**config.mk**
```make
export PLATFORM = sky130hd
export DESIGN_NAME = bti_div
export DESIGN_NICKNAME = d
export VERILOG_FILES = /design/src/bti_pkg.sv /design/src/bti_div.sv
export SDC_FILE = /design/constraint.sdc
export NUM_CORES = 1
export LEC_CHECK = 0
export BUFFER_PORTS_ARGS = -buffer_cell sky130_fd_sc_hd__buf_2
export CAP_MARGIN = 20
export CORE_MARGIN = 5
export CORE_UTILIZATION = 55
export CTS_CLUSTER_SIZE = 20
export DETAILED_ROUTE_END_ITERATION = 8
export PLACE_DENSITY_LB_ADDON = 0.1
export SYNTH_ARGS = -nofsm -noshare
export SYNTH_HDL_FRONTEND = slang
export SYNTH_SLANG_ARGS = --single-unit
```
**constraint.sdc**
```tcl
create_clock -name clk_i -period 9 [get_ports clk_i]
set_input_delay 0.9 -clock clk_i [delete_from_list [all_inputs] [get_ports clk_i]]
set_output_delay 0.9 -clock clk_i [all_outputs]
set_load 0.01 [all_outputs]
```
**src/bti_pkg.sv**
```systemverilog
`timescale 1ns / 1ps

package bti_pkg;

  localparam int VAL_W      = 32;
  localparam int DELTA_W    = 33;
  localparam int NUM_W      = 100;
  localparam int DEN_W      = 64;
  localparam int CNT_W      = 5;
  localparam int CFG_IDX_W  = 2;
  localparam int CFG_DATA_W = 32;
  localparam int MUL_STEPS  = DELTA_W;
  localparam int MUL_CNT_W  = $clog2(MUL_STEPS);
  localparam int DIV_STEPS  = NUM_W;
  localparam int DIV_CNT_W  = $clog2(DIV_STEPS);

  localparam logic [CFG_IDX_W-1:0] CFG_X_COUNT = 2'd0;
  localparam logic [CFG_IDX_W-1:0] CFG_Y_COUNT = 2'd1;
  localparam logic [CNT_W-1:0]     COUNT_RESET = 5'd2;

  typedef enum logic [1:0] {
    CMD_QUERY   = 2'd0,
    CMD_WR_X    = 2'd1,
    CMD_WR_Y    = 2'd2,
    CMD_WR_GRID = 2'd3
  } cmd_e;

  typedef enum logic [2:0] {
    S_IDLE, S_RD, S_CMP, S_RDLO, S_RDHI, S_CAPHI
  } srch_e;

  typedef enum logic [1:0] {
    M_IDLE, M_RUN, M_SIGN
  } mul_e;

  typedef enum logic {
    D_IDLE, D_RUN
  } div_e;

  typedef enum logic [3:0] {
    C_IDLE, C_SEARCH, C_GRD, C_MULF, C_WAITF, C_MULD, C_WAITD,
    C_DEN, C_WDEN, C_DIV, C_WDIV, C_ROUND, C_OUT
  } ctl_e;

  typedef struct packed {
    logic                    done;
    logic signed [VAL_W-1:0] lo;
    logic signed [VAL_W-1:0] hi;
  } srch_stat_t;

  function automatic logic signed [DELTA_W-1:0] sx_delta(input logic signed [VAL_W-1:0] v);
    return {v[VAL_W-1], v};
  endfunction

  function automatic logic signed [NUM_W-1:0] sx_val(input logic signed [VAL_W-1:0] v);
    return {{(NUM_W-VAL_W){v[VAL_W-1]}}, v};
  endfunction

  function automatic logic signed [NUM_W-1:0] sx_dlt(input logic signed [DELTA_W-1:0] v);
    return {{(NUM_W-DELTA_W){v[DELTA_W-1]}}, v};
  endfunction

endpackage

```
**src/bti_div.sv**
```systemverilog
`timescale 1ns / 1ps

module bti_div (
  input  logic                          clk_i,
  input  logic                          rst_ni,
  input  logic                          start_i,
  input  logic [bti_pkg::NUM_W-1:0]     num_i,
  input  logic [bti_pkg::DEN_W-1:0]     den_i,
  output logic                          done_o,
  output logic [bti_pkg::NUM_W-1:0]     quo_o,
  output logic [bti_pkg::DEN_W-1:0]     rem_o
);

  localparam int NW = bti_pkg::NUM_W;
  localparam int RW = bti_pkg::DEN_W;
  localparam int KW = bti_pkg::DIV_CNT_W;

  bti_pkg::div_e  state_q, state_d;
  logic [KW-1:0]  cnt_q, cnt_d;
  logic [NW-1:0]  n_q, n_d, q_q, q_d;
  logic [RW-1:0]  r_q, r_d, den_q, den_d;
  logic [RW:0]    sh;
  logic           fits, done_q, done_d;

  assign sh   = {r_q, n_q[NW-1]};
  assign fits = sh >= {1'b0, den_q};

  always_ff @(posedge clk_i) begin
    cnt_q <= cnt_d;
    n_q   <= n_d;
    q_q   <= q_d;
    r_q   <= r_d;
    den_q <= den_d;
  end

  always_ff @(posedge clk_i or negedge rst_ni) begin
    if (!rst_ni) begin
      state_q <= bti_pkg::D_IDLE;
      done_q  <= 1'b0;
    end else begin
      state_q <= state_d;
      done_q  <= done_d;
    end
  end

  always_comb begin
    state_d = state_q;
    cnt_d   = cnt_q;
    n_d     = n_q;
    q_d     = q_q;
    r_d     = r_q;
    den_d   = den_q;
    done_d  = 1'b0;
    unique case (state_q)
      bti_pkg::D_IDLE: begin
        if (start_i) begin
          n_d     = num_i;
          den_d   = den_i;
          q_d     = '0;
          r_d     = '0;
          cnt_d   = '0;
          state_d = bti_pkg::D_RUN;
        end
      end
      bti_pkg::D_RUN: begin
        r_d   = fits ? RW'(sh - {1'b0, den_q}) : sh[RW-1:0];
        q_d   = {q_q[NW-2:0], fits};
        n_d   = n_q << 1;
        cnt_d = cnt_q + KW'(1);
        if (cnt_q == KW'(bti_pkg::DIV_STEPS - 1)) begin
          done_d  = 1'b1;
          state_d = bti_pkg::D_IDLE;
        end
      end
      default: state_d = bti_pkg::D_IDLE;
    endcase
  end

  assign done_o = done_q;
  assign quo_o  = q_q;
  assign rem_o  = r_q;

endmodule

```
==> results by group <==
Finish
  • Nets: 1957
  • Final core occ: 0.659
  • Area Growth Syn to Fin: 17.9%
  • Layout cells sized above 1: 0.289

Global route
  • Tot GR Track Use: 0.223
  • Pin count of the biggest net entering global routing: 132
  • Overflow after GRT: 0
  • Vias in the first global route: 12000
  • First-pass GRT wire length: 63600 um
  • Initial antenna violation count: 9

Worst setup path
  • Worst Path Buf+Inv: 1
  • Reg-to-Reg End: rem_o[58]
  • Worst path slowest cell: and2_1
  • Critical R2R Launch: rem_o[3]
  • Max stage delay on crit path: 0.63 ns
  • Worst Setup End Kind: flip-flop
  • Worst R2R Path Depth: 11
  • WP data required: 9.38 ns
  • Critical path arrival: 4.47 ns
  • CP top delay family: compound AO/OA/AOI/OAI gates
  • R2r setup slk: 4.91 ns
  • CP Class: flip-flop to flip-flop
  • CP Launch Type: flip-flop
  • Max FO, Critical Path: 48
  • CP Cell Sequence: ha_1 -> nand3_1 -> o21ba_1 -> o21ba_2 -> a211oi_2 -> o31ai_1 -> a31o_2 -> a311oi_4 -> buf_4 -> and2_1 -> a22o_1

Place
  • Half-perimeter wire length after placement: 29100 um
  • Port Buf Inserts: 331
  • Global placement routability congestion: 0.953

Logic synthesis
  • Post-Syn Instances: 1412
  • Cell area after synthesis: 17100 sq um
  • Sequential element share of the synthesized area: 0.590
  • Async S/R FF share, synth: 0.00593
  • Library cells used by synthesis: 65
  • Main synth FF type: edfxtp_1
  • Synthesis-stage register bit count: 337
  • Net Count, Synth: 1645
  • Post-synth EDFFs: 335
  • YS warnings: 0
  • Mean Syn Cell Area: 12.1 sq um

Power
  • Internal power consumption: 4.79 mW
  • Sw Ratio: 0.364
  • Reg power frac: 0.389
  • Combinational Power Share: 0.422
  • Power per cell area: 372 nW/um^2
  • NetSw: 2.74 mW
  • Share of total power in the clock network: 0.189
  • Static Leak: 8.76 nW
  • Peak VDD IR: 0.000183 V

STA
  • Least-Margin Pin Slew: 1.05 ns
  • Sum Neg Setup Slack: 0 ns
  • RSZ-0062 raised after global routing: no
  • Setup violators final: 0
  • Peak Freq: 0.244 GHz
  • Final hold violations: 0
  • Slew headroom: 0.302
  • Max-slew violations: 0
  • Worst Clk Skew: 0.0218 ns
  • Fin crit period: 4.09 ns
  • Fin crit share: 0.455

Die
  • Rows: 64
  • IO Pins: 332
  • Starting density of the core: 0.559
  • Core area: 30700 sq um
  • Full die area: 34800 sq um
  • Die X: 187 um
  • Die Height: 187 um

Outcome
  • Status: finished clean

Clock network
  • CTS clk-pin slew, worst paths: 0.06 ns
  • H-tree levels: 2
  • Clock Sinks: 337
  • Num CTS Buffers: 37
  • Clock tree from TritonCTS: done
  • Resized Gates After CTS: 0
  • # Post-CTS Setup Buffers: 0
  • Deepest clock path buffer count: 3
  • Skew-Pair Late Insertion Delay: 0.53 ns
  • Hold_buf cts: 0
  • CTS root buf: clkbuf_16

Detailed routing
  • Vias: 11900
  • Drt total wl: 40800 um
  • Iter 0 DRT Violations: 782
  • DRT Pass-1 Iters: 5
  • DRC: 0
  • Vias per cell: 5.57
  • Final ANT Viol Nets: 0
  • DR WL/cell: 19.0 um

Run
  • # Max-Cap Violations: 0

Worst hold path
  • Hold Crit Class: input pin to asynchronous set/reset pin
==> Yosys cell counts, types with 6 or more instances <==
cell type | n | share of area
a211oi_1 | 8 | 0.0035
a21o_1 | 24 | 0.011
a21oi_1 | 104 | 0.030
a22o_1 | 11 | 0.0056
a31oi_1 | 9 | 0.0033
and2_1 | 104 | 0.038
buf_2 | 19 | 0.0055
clkbuf_1 | 43 | 0.0094
edfxtp_1 | 335 | 0.59
ha_1 | 65 | 0.047
inv_1 | 82 | 0.018
mux2_2 | 99 | 0.065
mux2i_1 | 15 | 0.0088
nand2_1 | 81 | 0.018
nand3_1 | 19 | 0.0055
nand4_1 | 25 | 0.0091
nor2_1 | 127 | 0.028
nor2b_1 | 11 | 0.0040
nor3_1 | 15 | 0.0044
nor4_1 | 6 | 0.0022
o211ai_1 | 9 | 0.0039
o21a_1 | 7 | 0.0031
o21ai_0 | 43 | 0.013
o21bai_1 | 17 | 0.0074
or3_1 | 7 | 0.0026
xnor2_1 | 32 | 0.016
xor2_1 | 30 | 0.015
==> routing by layer <==
layer / routed length, um / vias to the layer above / GRT usage / share of wire
met5: 115 / - / 0 / 0.0028
met4: 1230 / 18 / 0.0681 / 0.030
met3: 3300 / 96 / 0.0708 / 0.081
met2: 19300 / 384 / 0.365 / 0.47
met1: 16800 / 5674 / 0.285 / 0.41
li1: - / 5777 / - / -
==> worst max path at each step <==
stage             start        end  slack, ns  cells past startpoint
2_1_floorplan   state_q   cnt_q[0]       2.10                      4
3_3_place_gp   rem_o[2]  rem_o[48]       5.12                     11
3_5_place_dp   rem_o[3]  rem_o[56]       4.98                     12
4_1_cts        rem_o[3]  rem_o[58]       4.96                     11
5_1_grt        rem_o[3]  rem_o[59]       4.70                     12
6_report       rem_o[3]  rem_o[58]       4.91                     11
==> flip-flops by register name (all words and copies together), names as in the netlist <==
name and count:
cnt_q 7, n_q 100, quo_o 100, den_q 64, rem_o 64, done_o 1, state_q 1
==> metrics by stage <==
stage / instance area, sq um / setup slack [ns] / instances / total power [mW] / hold slack (ns)
after floorplan: 17100 / 2.10 / 1412 / 5.11 / 0.485
after global placement: 19100 / 5.12 / 2081 / 6.04 / 0.523
after detailed placement: 19100 / 4.98 / 2081 / 6.11 / 0.529
after CTS: 20200 / 4.96 / 2146 / 7.57 / 0.120
after global routing: 20200 / 4.70 / 2146 / 8.03 / 0.122
final: 20200 / 4.91 / 2147 / 7.52 / 0.140
==> layout by cell type (no fill, tap or decap), types with 10 or more instances in the layout <==
cell	count
nand2_1	81
ha_1	65
xnor2_1	32
nand3_1	19
clkbuf_16	38
mux2_2	99
and2_1	104
edfxtp_1	335
nor3_1	15
nor2b_1	10
clkinv_1	11
a22o_1	11
a21o_1	24
nor2_1	127
o21ai_0	43
buf_2	331
mux2i_1	15
nand4_1	25
inv_1	80
a21oi_1	104
xor2_1	30
o21bai_1	17
==> cell type report <==
class                      count  area, sq um
antenna                        1         2.50
clock buffer                  44          973
clock inverter                21          149
fill                        2446        10500
inverter                      83          319
multi-input combinational    925         6430
sequential                   337        10100
tap                          396          495
timing repair buffer         340         1720
==> kinds of logic (layout without fill, tap and decap cells) <==
kind of cell             count (synthesis)  after routing  synth area share
buffers and inverters                  150            488            0.0350
AND/OR/NAND/NOR                        410            410             0.117
AO/OA/AOI/OAI                          273            273             0.103
multiplexers                           114            114            0.0738
flip-flops                             337            337             0.590
XOR/XNOR                                62             62            0.0317
adder cells (fa/ha/maj)                 66             66            0.0486
other                                    0              1                 0
==> power by group through the flow <==
| stage | Combinational, mW | Sequential [mW] | Clock (mW) |
|---|---|---|---|
| after floorplan | 2.03 | 3.08 | 0 |
| after global placement | 3.11 | 2.93 | 0 |
| after detailed placement | 3.16 | 2.95 | 0 |
| after CTS | 3.19 | 2.93 | 1.45 |
| after global routing | 3.50 | 3.00 | 1.52 |
| final | 3.18 | 2.93 | 1.42 |
Power figures use the tool's default switching activity.
