### src/bti_pkg.sv
`timescale 1ns / 1ps

package bti_pkg;

  localparam int VAL_W      = 32;
  localparam int DELTA_W    = 33;
  localparam int NUM_W      = 100;
  localparam int DEN_W      = 64;
  localparam int CNT_W      = 5;
  localparam int CFG_IDX_W  = 2;
  localparam int CFG_DATA_W = 32;
  localparam int MUL_STEPS  = DELTA_W;
  localparam int MUL_CNT_W  = $clog2(MUL_STEPS);
  localparam int DIV_STEPS  = NUM_W;
  localparam int DIV_CNT_W  = $clog2(DIV_STEPS);

  localparam logic [CFG_IDX_W-1:0] CFG_X_COUNT = 2'd0;
  localparam logic [CFG_IDX_W-1:0] CFG_Y_COUNT = 2'd1;
  localparam logic [CNT_W-1:0]     COUNT_RESET = 5'd2;

  typedef enum logic [1:0] {
    CMD_QUERY   = 2'd0,
    CMD_WR_X    = 2'd1,
    CMD_WR_Y    = 2'd2,
    CMD_WR_GRID = 2'd3
  } cmd_e;

  typedef enum logic [2:0] {
    S_IDLE, S_RD, S_CMP, S_RDLO, S_RDHI, S_CAPHI
  } srch_e;

  typedef enum logic [1:0] {
    M_IDLE, M_RUN, M_SIGN
  } mul_e;

  typedef enum logic {
    D_IDLE, D_RUN
  } div_e;

  typedef enum logic [3:0] {
    C_IDLE, C_SEARCH, C_GRD, C_MULF, C_WAITF, C_MULD, C_WAITD,
    C_DEN, C_WDEN, C_DIV, C_WDIV, C_ROUND, C_OUT
  } ctl_e;

  typedef struct packed {
    logic                    done;
    logic signed [VAL_W-1:0] lo;
    logic signed [VAL_W-1:0] hi;
  } srch_stat_t;

  function automatic logic signed [DELTA_W-1:0] sx_delta(input logic signed [VAL_W-1:0] v);
    return {v[VAL_W-1], v};
  endfunction

  function automatic logic signed [NUM_W-1:0] sx_val(input logic signed [VAL_W-1:0] v);
    return {{(NUM_W-VAL_W){v[VAL_W-1]}}, v};
  endfunction

  function automatic logic signed [NUM_W-1:0] sx_dlt(input logic signed [DELTA_W-1:0] v);
    return {{(NUM_W-DELTA_W){v[DELTA_W-1]}}, v};
  endfunction

endpackage

### src/bti_mul.sv
`timescale 1ns / 1ps

module bti_mul (
  input  logic                                clk_i,
  input  logic                                rst_ni,
  input  logic                                start_i,
  input  logic signed [bti_pkg::NUM_W-1:0]    m_i,
  input  logic signed [bti_pkg::DELTA_W-1:0]  d_i,
  output logic                                done_o,
  output logic signed [bti_pkg::NUM_W-1:0]    prod_o
);

  localparam int NW = bti_pkg::NUM_W;
  localparam int DW = bti_pkg::DELTA_W;
  localparam int KW = bti_pkg::MUL_CNT_W;

  bti_pkg::mul_e   state_q, state_d;
  logic [KW-1:0]   cnt_q, cnt_d;
  logic [NW-1:0]   m_q, m_d, p_q, p_d;
  logic [DW-1:0]   d_q, d_d, d_mag;
  logic            neg_q, neg_d, done_q, done_d;

  assign d_mag = d_i[DW-1] ? (~d_i + DW'(1)) : d_i;

  always_ff @(posedge clk_i) begin
    cnt_q <= cnt_d;
    m_q   <= m_d;
    p_q   <= p_d;
    d_q   <= d_d;
    neg_q <= neg_d;
  end

  always_ff @(posedge clk_i or negedge rst_ni) begin
    if (!rst_ni) begin
      state_q <= bti_pkg::M_IDLE;
      done_q  <= 1'b0;
    end else begin
      state_q <= state_d;
      done_q  <= done_d;
    end
  end

  always_comb begin
    state_d = state_q;
    cnt_d   = cnt_q;
    m_d     = m_q;
    p_d     = p_q;
    d_d     = d_q;
    neg_d   = neg_q;
    done_d  = 1'b0;
    unique case (state_q)
      bti_pkg::M_IDLE: begin
        if (start_i) begin
          m_d     = m_i;
          d_d     = d_mag;
          neg_d   = d_i[DW-1];
          p_d     = '0;
          cnt_d   = '0;
          state_d = bti_pkg::M_RUN;
        end
      end
      bti_pkg::M_RUN: begin
        if (d_q[0]) begin
          p_d = p_q + m_q;
        end
        m_d   = m_q << 1;
        d_d   = d_q >> 1;
        cnt_d = cnt_q + KW'(1);
        if (cnt_q == KW'(bti_pkg::MUL_STEPS - 1)) begin
          state_d = bti_pkg::M_SIGN;
        end
      end
      bti_pkg::M_SIGN: begin
        if (neg_q) begin
          p_d = ~p_q + NW'(1);
        end
        done_d  = 1'b1;
        state_d = bti_pkg::M_IDLE;
      end
      default: state_d = bti_pkg::M_IDLE;
    endcase
  end

  assign done_o = done_q;
  assign prod_o = p_q;

endmodule

### config.mk
export PLATFORM = sky130hd
export DESIGN_NAME = bti_mul
export DESIGN_NICKNAME = d
export VERILOG_FILES = /design/src/bti_pkg.sv /design/src/bti_mul.sv
export SDC_FILE = /design/constraint.sdc
export NUM_CORES = 1
export LEC_CHECK = 0
export BUFFER_PORTS_ARGS = -buffer_cell sky130_fd_sc_hd__buf_2
export CAP_MARGIN = 25
export CORE_MARGIN = 1
export CORE_UTILIZATION = 60
export DETAILED_ROUTE_END_ITERATION = 8
export PLACE_DENSITY_LB_ADDON = 0.05
export SETUP_SLACK_MARGIN = 0.15
export SYNTH_ARGS = -nofsm -noshare
export SYNTH_HDL_FRONTEND = slang
export SYNTH_SLANG_ARGS = --single-unit
### constraint.sdc
create_clock -name clk_i -period 11.7 [get_ports clk_i]
set_clock_uncertainty 0.05 [all_clocks]
set_input_delay 2.34 -clock clk_i [delete_from_list [all_inputs] [get_ports clk_i]]
set_output_delay 2.34 -clock clk_i [all_outputs]
set_load 0.01 [all_outputs]
==> results.txt, run 1 <==
----------------------------------------------------
[Synthesis]
  Mapped Area ... 0.0184 mm²
  Count of warnings emitted by yosys ... 0
  Synth Register Bits ... 243
  Number of enable flip-flop cells after synthesis ... 240
  Yosys cell types ... 75
  Mean instance size in the synthesized netlist ... 9.72 µm²
  Synthesized instance count ... 1,895
  Area fraction of the dominant cell type after synthesis ... 39.1%
  Adder-Cell Fraction of Synth Area ... 7.37%
  Register area share after synthesis ... 39.5%
  Synthesized-area fraction occupied by xor and xnor cells ... 10.2%
  Fraction of registers with async set/reset ... 1.23%
  Library cell with the largest summed area after synthesis ... sky130_fd_sc_hd__edfxtp_1
  Compound-gate portion of the synthesized area ... 18.4%
  Main combinational cell family by area after synthesis ... compound AO/OA/AOI/OAI gates
  Synthesized net count ... 2,139
  Most frequently used flop master after synthesis ... sky130_fd_sc_hd__edfxtp_1
  Multiplexer share of the synthesized area ... 6.10%
  Synth top area cells ... sky130_fd_sc_hd__edfxtp_1 (39%), sky130_fd_sc_hd__ha_1 (7.3%), sky130_fd_sc_hd__mux2_2 (6.1%)
  Synth Area in Simple Gates ... 15.5%

[CTS]
  Post-CTS repair timing setup buffer count ... 0
  H-tree depth ... 1
  Clock tree buffer depth ... 3
  Worst-skew pair later-pin latency ... 0.56 ns
  Clock sinks ... 243
  Total clock buffers created by CTS ... 28
  CTS Root Buffer Type ... sky130_fd_sc_hd__clkbuf_16
  Worst-path clk slew ... 0.06 ns
  Number of cells upsized or downsized after cts ... 0
  CTS tree ... done
  Cts-stage hold buffer count ... 0

[Routing]
  Total Wirelength ... 48,700 µm
  Violation count after the first detailed-route iteration ... 1,356
  Residual DRC ... 0
  Via-to-Cell Ratio ... 6.30
  Antenna viol nets, final ... 0
  Via total after detailed routing ... 15,700
  WL/cell ... 19.6 µm
  Iteration count of the initial detailed-routing pass ... 5

[Setup path]
  CP Max Fanout ... 7
  Classification of the worst setup path ... flip-flop to flip-flop
  Data required time of the critical path ... 11.91 ns
  Type of element capturing the critical path ... flip-flop
  Endpoint arrival time on the critical path ... 5.34 ns
  Kind of start point of the critical path ... flip-flop

[Hold path]
  Tightest Hold Check Type ... flip-flop to flip-flop

[Placement]
  Final HPWL from detailed placement ... 35,100 µm
  Number of input and output port buffers inserted ... 236
  Final Wtd Congestion ... 0.952

[Cells and area]
  Net count, final ... 2,315
  Share of final-layout standard cells stronger than drive strength 1 ... 19.9%
  Most used cells in the layout excluding fill and tap cells ... sky130_fd_sc_hd__edfxtp_1 (240), sky130_fd_sc_hd__buf_2 (236), sky130_fd_sc_hd__nand2_1 (154)
  Area added between synthesis and finish ... 12.8%
  Leading cell type in the layout, fill and taps excluded ... sky130_fd_sc_hd__edfxtp_1
  Number of filler instances in the final layout ... 2,422

[STA]
  Relative slew margins ... 33.2%
  TNS Setup ... 0 ns
  Post-route minimum period ... 5.14 ns
  Maximum clock rate ... 195 MHz
  Tightest hold margin ... 0.476 ns
  Number of max-slew violations in the final report ... 0
  Final Hold Vio Count ... 0
  Final cycle utilization of the critical path ... 43.9%
  Unrepaired setup endpoints after global routing ... no
  Final setup violating endpoints ... 0
  Slew at the pin closest to its max-slew limit ... 1.00 ns

[Die]
  Standard cell core area ... 0.0300 mm²
  Initial cell density of the core ... 61.5%
  Core Rows ... 63
  Total Die Area ... 0.0314 mm²
  Number of placed I/O pins ... 237
  Height of the chip ... 177 µm
  Die X ... 177 µm

[GRT]
  Total grt overflow ... 0
  Global-route wire length before repair ... 76,900 µm
  Overall track demand over capacity in global routing ... 30.5%
  Via count of the first global-routing pass ... 15,100
  Initial antenna violation count ... 5
  Maximum number of pins on one net before global-route repair ... 100

[Power and ir drop]
  Leakage ... 8.23 nW
  Largest voltage drop on the vdd net ... 0.250 mV
  Ratio of total power to cell area ... 360 mW/mm²
  Final total power ... 0.00748 W

[Run]
  Maximum capacitance violations ... 0

[Outcome]
  Result of the run ... finished, final reports clean

----------------------------------------------------
[path summary, 6_finish.rpt]
| path | from | endpoint | slack, ns | cells past startpoint |
|---|---|---|---|---|
| setup reg to reg | prod_o[26]$_DFFE_PP_ | prod_o[93]$_DFFE_PP_ | 6.56 | 14 |
| setup / recovery | prod_o[26]$_DFFE_PP_ | prod_o[93]$_DFFE_PP_ | 6.56 | 14 |
| min in group asynchronous | rst_ni | done_o$_DFF_PN0_ | 1.52 | 1 |
| hold reg to reg | d_q[19]$_DFFE_PP_ | d_q[18]$_DFFE_PP_ | 0.48 | 2 |
| hold / removal | d_q[19]$_DFFE_PP_ | d_q[18]$_DFFE_PP_ | 0.48 | 2 |
| max in group asynchronous | rst_ni | state_q[0]$_DFFE_PN0P_ | 9.97 | 1 |
[per-layer routing]
layer	global-route usage [%]	up-vias	wire (µm)	part of all wire, %
met5	0	-	11	0.023
met4	8.73	2	1250	2.6
met3	4.47	88	3760	7.7
met2	50.9	647	23000	47
met1	41.1	7458	20700	42
li1	-	7472	-	-
[cell usage after synthesis (all sizes together) (5+ instances only)]
cell	n
a21o	52
a21oi	131
a221o	8
a22oi	35
a31oi	16
a32oi	8
and2	10
and3	10
and4	5
buf	10
clkbuf	91
edfxtp	240
ha	107
inv	40
mux2	99
nand2	155
nand2b	12
nand3	24
nand4	37
nor2	107
nor2b	62
nor3	46
nor4	18
o21a	16
o21ai	120
o21bai	26
o22ai	49
o31a	5
o31ai	18
o41ai	9
or2	14
or3	31
or4	20
xnor2	110
xor2	104
[stage by stage]
stage	setup WS, ns	area, µm²	utilization (%)	std cells
after floorplan	1.78	18400	-	1895
after global placement	6.22	19800	66.1	2430
after detailed placement	6.11	19800	66.1	2430
after CTS	6.68	20800	69.3	2482
after global routing	6.39	20800	69.4	2485
final	6.56	20800	69.4	2487
[flip-flops by register name, indices dropped and copies added (netlist names)]
register  count
neg_q         1
prod_o      100
done_o        1
state_q       2
d_q          33
cnt_q         6
m_q         100
[worst max-delay path: stages (launching register included)]
cell and delay [ns]:
sky130_fd_sc_hd__edfxtp_1 0.46, sky130_fd_sc_hd__ha_1 0.45, sky130_fd_sc_hd__nand2_1 0.13, sky130_fd_sc_hd__or4_1 0.57
sky130_fd_sc_hd__or4_1 0.41, sky130_fd_sc_hd__nor3_1 0.36, sky130_fd_sc_hd__o31a_1 0.26, sky130_fd_sc_hd__a21oi_1 0.16
sky130_fd_sc_hd__o22a_1 0.27, sky130_fd_sc_hd__o41ai_1 0.63, sky130_fd_sc_hd__a21oi_1 0.22, sky130_fd_sc_hd__o221ai_1 0.39
sky130_fd_sc_hd__a21boi_0 0.20, sky130_fd_sc_hd__xor2_1 0.17, sky130_fd_sc_hd__o22ai_1 0.09
[power breakdown]
part	switching [W]	total [W]	leakage [nW]	internal (W)
logic	0.00271	0.00454	5.35	0.00183
registers	0.000401	0.00204	2.42	0.00164
clock network	0.000364	0.000899	0.463	0.000535
total	0.00348	0.00748	8.23	0.00400
[cell families (layout without fill, tap and decap cells)]
kind of cell,after synthesis,in the layout
AND/OR/NAND/NOR,558,558
AO/OA/AOI/OAI,531,531
flip-flops,243,243
XOR/XNOR,214,214
buffers and inverters,141,339
adder cells (fa/ha/maj),108,108
multiplexers,100,100
other,0,4
[cell type report]
class	count	area, µm²	share of cell area, %
well taps	390	488	2.35
clock buffers	39	782	3.76
flip-flops and latches	243	7280	35.0
multi-input cells	1511	10600	51.1
repair buffers	247	1280	6.14
clock inverters	13	166	0.801
diodes	4	10.0	0.0482
inverters	40	150	0.722
(Power assumes the default switching activity.)
==> inputs of run 2 (changes only) <==
--- a/config.mk
+++ b/config.mk
@@ -8,7 +8,7 @@
 export BUFFER_PORTS_ARGS = -buffer_cell sky130_fd_sc_hd__buf_2
 export CAP_MARGIN = 25
 export CORE_MARGIN = 1
-export CORE_UTILIZATION = 60
+export CORE_UTILIZATION = 54
 export DETAILED_ROUTE_END_ITERATION = 8
 export PLACE_DENSITY_LB_ADDON = 0.05
 export SETUP_SLACK_MARGIN = 0.15
==> constraint.sdc (replaced) <==
create_clock -name clk_i -period 4.64 [get_ports clk_i]
set_clock_uncertainty 0.05 [all_clocks]
set_input_delay 0.928 -clock clk_i [delete_from_list [all_inputs] [get_ports clk_i]]
set_output_delay 0.928 -clock clk_i [all_outputs]
set_load 0.01 [all_outputs]
==> run 2 against run 1 <==
Combinational power grew to 2.7 times the previous value. Non-clock buffer count up 72. Cell area up 3.2%. Maximum frequency increased by 17%. Hold slack worse by 0.37 ns. First-iteration DRC count decreased by 26%. Cell count is 5.2% higher. Sequential share of layout area decreased by 1.1 points. Register-to-register slack lost 6.3 ns. Critical endpoint unchanged.
==> results.txt, run 2 (same netlist as run 1, synthesis figures left out) <==
----------------------------------------------------
[STA]
  Tightest hold margin ... 0.107 ns (-0.369 ns)
  Final Hold Vio Count ... 0 (unchanged)
  Final cycle utilization of the critical path ... 94.9% (+51 points)
  Maximum clock rate ... 227 MHz (+17%)
  Number of max-slew violations in the final report ... 0 (unchanged)
  Post-route minimum period ... 4.40 ns (-0.735 ns)
  Slew at the pin closest to its max-slew limit ... 0.980 ns (-0.0227 ns)
  Unrepaired setup endpoints after global routing ... yes
  Final setup violating endpoints ... 0 (unchanged)
  Relative slew margins ... 34.7% (+1.5 points)

[Routing]
  WL/cell ... 19.9 µm (+1.4%)
  Via-to-Cell Ratio ... 6.02 (-4.4%)
  Violation count after the first detailed-route iteration ... 1,001 (-26%)
  Total Wirelength ... 52,000 µm (+6.7%)
  Via total after detailed routing ... 15,700 (+0.52%)
  Residual DRC ... 0 (unchanged)
  Antenna viol nets, final ... 0 (unchanged)
  Iteration count of the initial detailed-routing pass ... 5 (unchanged)

[Power and ir drop]
  Largest voltage drop on the vdd net ... 0.456 mV (+82%)
  Sequential group share of total power ... 26.1% (-1.2 points)
  Leakage ... 8.58 nW (+4.2%)
  Ratio of total power to cell area ... 910 mW/mm² (+150%)
  Final total power ... 0.0195 W (+160%)
  Clock power share ... 11.0% (-1.0 points)
  Internal power ... 0.0104 W (+160%)
  Net Switching ... 0.00907 W (+160%)
  Switching power as a share of total power ... 46.5% (about the same)
  Power share of the combinational group ... 62.9% (+2.2 points)

[Die]
  Standard cell core area ... 0.0335 mm² (+12%)
  Initial cell density of the core ... 54.9% (-6.6 points)
  Total Die Area ... 0.0349 mm² (+11%)
  Number of placed I/O pins ... 237 (unchanged)
  Core Rows ... 67 (+6.3%)
  Die X ... 187 µm (+5.3%)
  Height of the chip ... 187 µm (+5.3%)

[Placement]
  Final HPWL from detailed placement ... 38,700 µm (+10%)
  Final Wtd Congestion ... 0.958 (+0.67%)
  Number of input and output port buffers inserted ... 236 (unchanged)
  Cells after DPL ... 2,548 (+4.9%)

[CTS]
  Clock tree buffer depth ... 3 (unchanged)
  Worst-skew pair later-pin latency ... 0.56 ns (about the same)
  CTS Root Buffer Type ... sky130_fd_sc_hd__clkbuf_16
  Clock sinks ... 243 (unchanged)
  H-tree depth ... 1 (unchanged)
  CTS tree ... done
  Worst-path clk slew ... 0.06 ns (about the same)
  Cts-stage hold buffer count ... 0 (unchanged)
  Total clock buffers created by CTS ... 28 (unchanged)

[Setup path]
  Launch instance of the worst register-to-register path ... prod_o[29]$_DFFE_PP_
  Worst reg2reg path depth ... 18 (+4)
  Type of element capturing the critical path ... flip-flop
  CP Buf/Inv Count ... 4 (+4)
  Number of stages on the worst setup path ... 18 (+4)
  Kind of start point of the critical path ... flip-flop
  Standard cell with the maximum stage delay on the critical path ... sky130_fd_sc_hd__or4_4
  Crit path largest cell delay ... 0.54 ns (-0.09 ns)
  Family with the most delay on the worst path ... simple AND/OR/NAND/NOR gates
  Endpoint arrival time on the critical path ... 4.65 ns (-0.69 ns)
  Cell chain of the critical path ... buf_4, ha_4, nand2_1, or4_4, or4_1, nor3_2, buf_4, o31a_1, a21oi_2, o22a_2, o41ai_4, buf_4, a21oi_1, o221ai_1, buf_4, a21boi_0, xor2_1, o22ai_1
  Setup slack, reg-to-reg ... 0.24 ns (-6.33 ns)
  Classification of the worst setup path ... flip-flop to flip-flop
  Data required time of the critical path ... 4.89 ns (-7.02 ns)
  Crit-path most repeated cell ... sky130_fd_sc_hd__buf_4
  End of the worst register-to-register path ... prod_o[93]$_DFFE_PP_
  CP Max Fanout ... 3 (-4)

[Cells and area]
  Area added between synthesis and finish ... 16.4%
  Net count, final ... 2,387 (+3.1%)
  Final Non-Filler Cells ... 2,616 (+5.2%)
  Leading cell type in the layout, fill and taps excluded ... sky130_fd_sc_hd__edfxtp_1
  Most used cells in the layout excluding fill and tap cells ... sky130_fd_sc_hd__edfxtp_1 (240), sky130_fd_sc_hd__buf_2 (236), sky130_fd_sc_hd__nand2_1 (153)
  Share of final-layout standard cells stronger than drive strength 1 ... 23.3% (+3.4 points)

[GRT]
  Initial antenna violation count ... 5 (unchanged)
  Global-route wire length before repair ... 81,500 µm (+6.0%)
  Overall track demand over capacity in global routing ... 29.0% (-1.5 points)
  Maximum number of pins on one net before global-route repair ... 73 (-27%)
  Via count of the first global-routing pass ... 15,300 (+1.4%)
  Total grt overflow ... 0 (unchanged)

[Run]
  Maximum capacitance violations ... 0 (unchanged)

[Hold path]
  Tightest Hold Check Type ... input port to async pin

[Outcome]
  Result of the run ... finished, final reports clean

----------------------------------------------------
==> run 2: cell count changes in the layout (fill, tap and decap cells not counted), sizes merged <==
cell,before,now
buf,247,319
bufinv,3,2
clkbuf,39,35
clkinv,8,12
clkinvlp,1,2
diode,4,3
==> run 2: per-layer routing <==
metal | share of wire (%) | vias to the layer above | global-route usage [%]
li1 | - | 7630 | -
met1 | 44 | 7525 | 38.9
met2 | 47 | 500 | 48.2
met3 | 5.6 | 89 | 4.57
met4 | 3.0 | 4 | 8.95
met5 | 0.046 | - | 0
==> run 2: timing repair <==
action                                 4_1_cts  5_1_grt
setup endpoints to repair                    6       11
gates resized for setup                      5       26
buffers inserted                             1       12
pin swaps                                    0       15
endpoints found under the hold margin        0        0
==> run 2: power groups by stage <==
| stage | combinational, W | clock, W | sequential [W] |
|---|---|---|---|
| after floorplan | 0.00832 | 0 | 0.00513 |
| after CTS | 0.0120 | 0.00218 | 0.00509 |
| after global placement | 0.0118 | 0 | 0.00509 |
| after detailed placement | 0.0119 | 0 | 0.00511 |
| final | 0.0123 | 0.00215 | 0.00509 |
| after global routing | 0.0134 | 0.00225 | 0.00523 |
==> run 2: per-stage QoR <==
step           utilization, %  setup TNS [ns]  instance area, µm²  setup WS [ns]
6_report                 64.0               0               21500          0.238
5_1_grt                  64.0               0               21500         0.0994
4_1_cts                  63.3               0               21200          0.123
3_5_place_dp             60.6         -0.0819               20300        -0.0684
3_3_place_gp             60.6               0               20300        0.00191
2_1_floorplan               -               0               18400          0.185
==> run 2: layout make-up <==
| class | instances | area [µm²] |
|---|---|---|
| Antenna cell | 3 | 7.51 |
| Clock buffer | 35 | 748 |
| Fill cell | 2891 | 12100 |
| Tap cell | 448 | 561 |
| Sequential cell | 243 | 7280 |
| Clock inverter | 17 | 131 |
| Inverter | 40 | 150 |
| Timing Repair Buffer | 319 | 1800 |
| Multi-Input combinational cell | 1511 | 10800 |
==> run 2: how the worst max path moves through the flow <==
stage / startpoint / endpoint / slack, ns
4_1_cts: prod_o[30]$_DFFE_PP_ / prod_o[93]$_DFFE_PP_ / 0.12
3_5_place_dp: prod_o[29]$_DFFE_PP_ / prod_o[93]$_DFFE_PP_ / -0.07
5_1_grt: prod_o[29]$_DFFE_PP_ / prod_o[93]$_DFFE_PP_ / 0.1
2_1_floorplan: prod_o[29]$_DFFE_PP_ / prod_o[96]$_DFFE_PP_ / 0.18
3_3_place_gp: prod_o[29]$_DFFE_PP_ / prod_o[93]$_DFFE_PP_ / 0.002
6_report: prod_o[29]$_DFFE_PP_ / prod_o[93]$_DFFE_PP_ / 0.24
==> run 2: worst reg2reg max path: stages (launching register included) <==
cell and delay (ns):
sky130_fd_sc_hd__edfxtp_1 0.40, sky130_fd_sc_hd__buf_4 0.17, sky130_fd_sc_hd__ha_4 0.26, sky130_fd_sc_hd__nand2_1 0.09, sky130_fd_sc_hd__or4_4 0.54, sky130_fd_sc_hd__or4_1 0.44, sky130_fd_sc_hd__nor3_2 0.24, sky130_fd_sc_hd__buf_4 0.16
sky130_fd_sc_hd__o31a_1 0.22, sky130_fd_sc_hd__a21oi_2 0.13, sky130_fd_sc_hd__o22a_2 0.28, sky130_fd_sc_hd__o41ai_4 0.25, sky130_fd_sc_hd__buf_4 0.17, sky130_fd_sc_hd__a21oi_1 0.09, sky130_fd_sc_hd__o221ai_1 0.16, sky130_fd_sc_hd__buf_4 0.16
sky130_fd_sc_hd__a21boi_0 0.10, sky130_fd_sc_hd__xor2_1 0.15, sky130_fd_sc_hd__o22ai_1 0.09
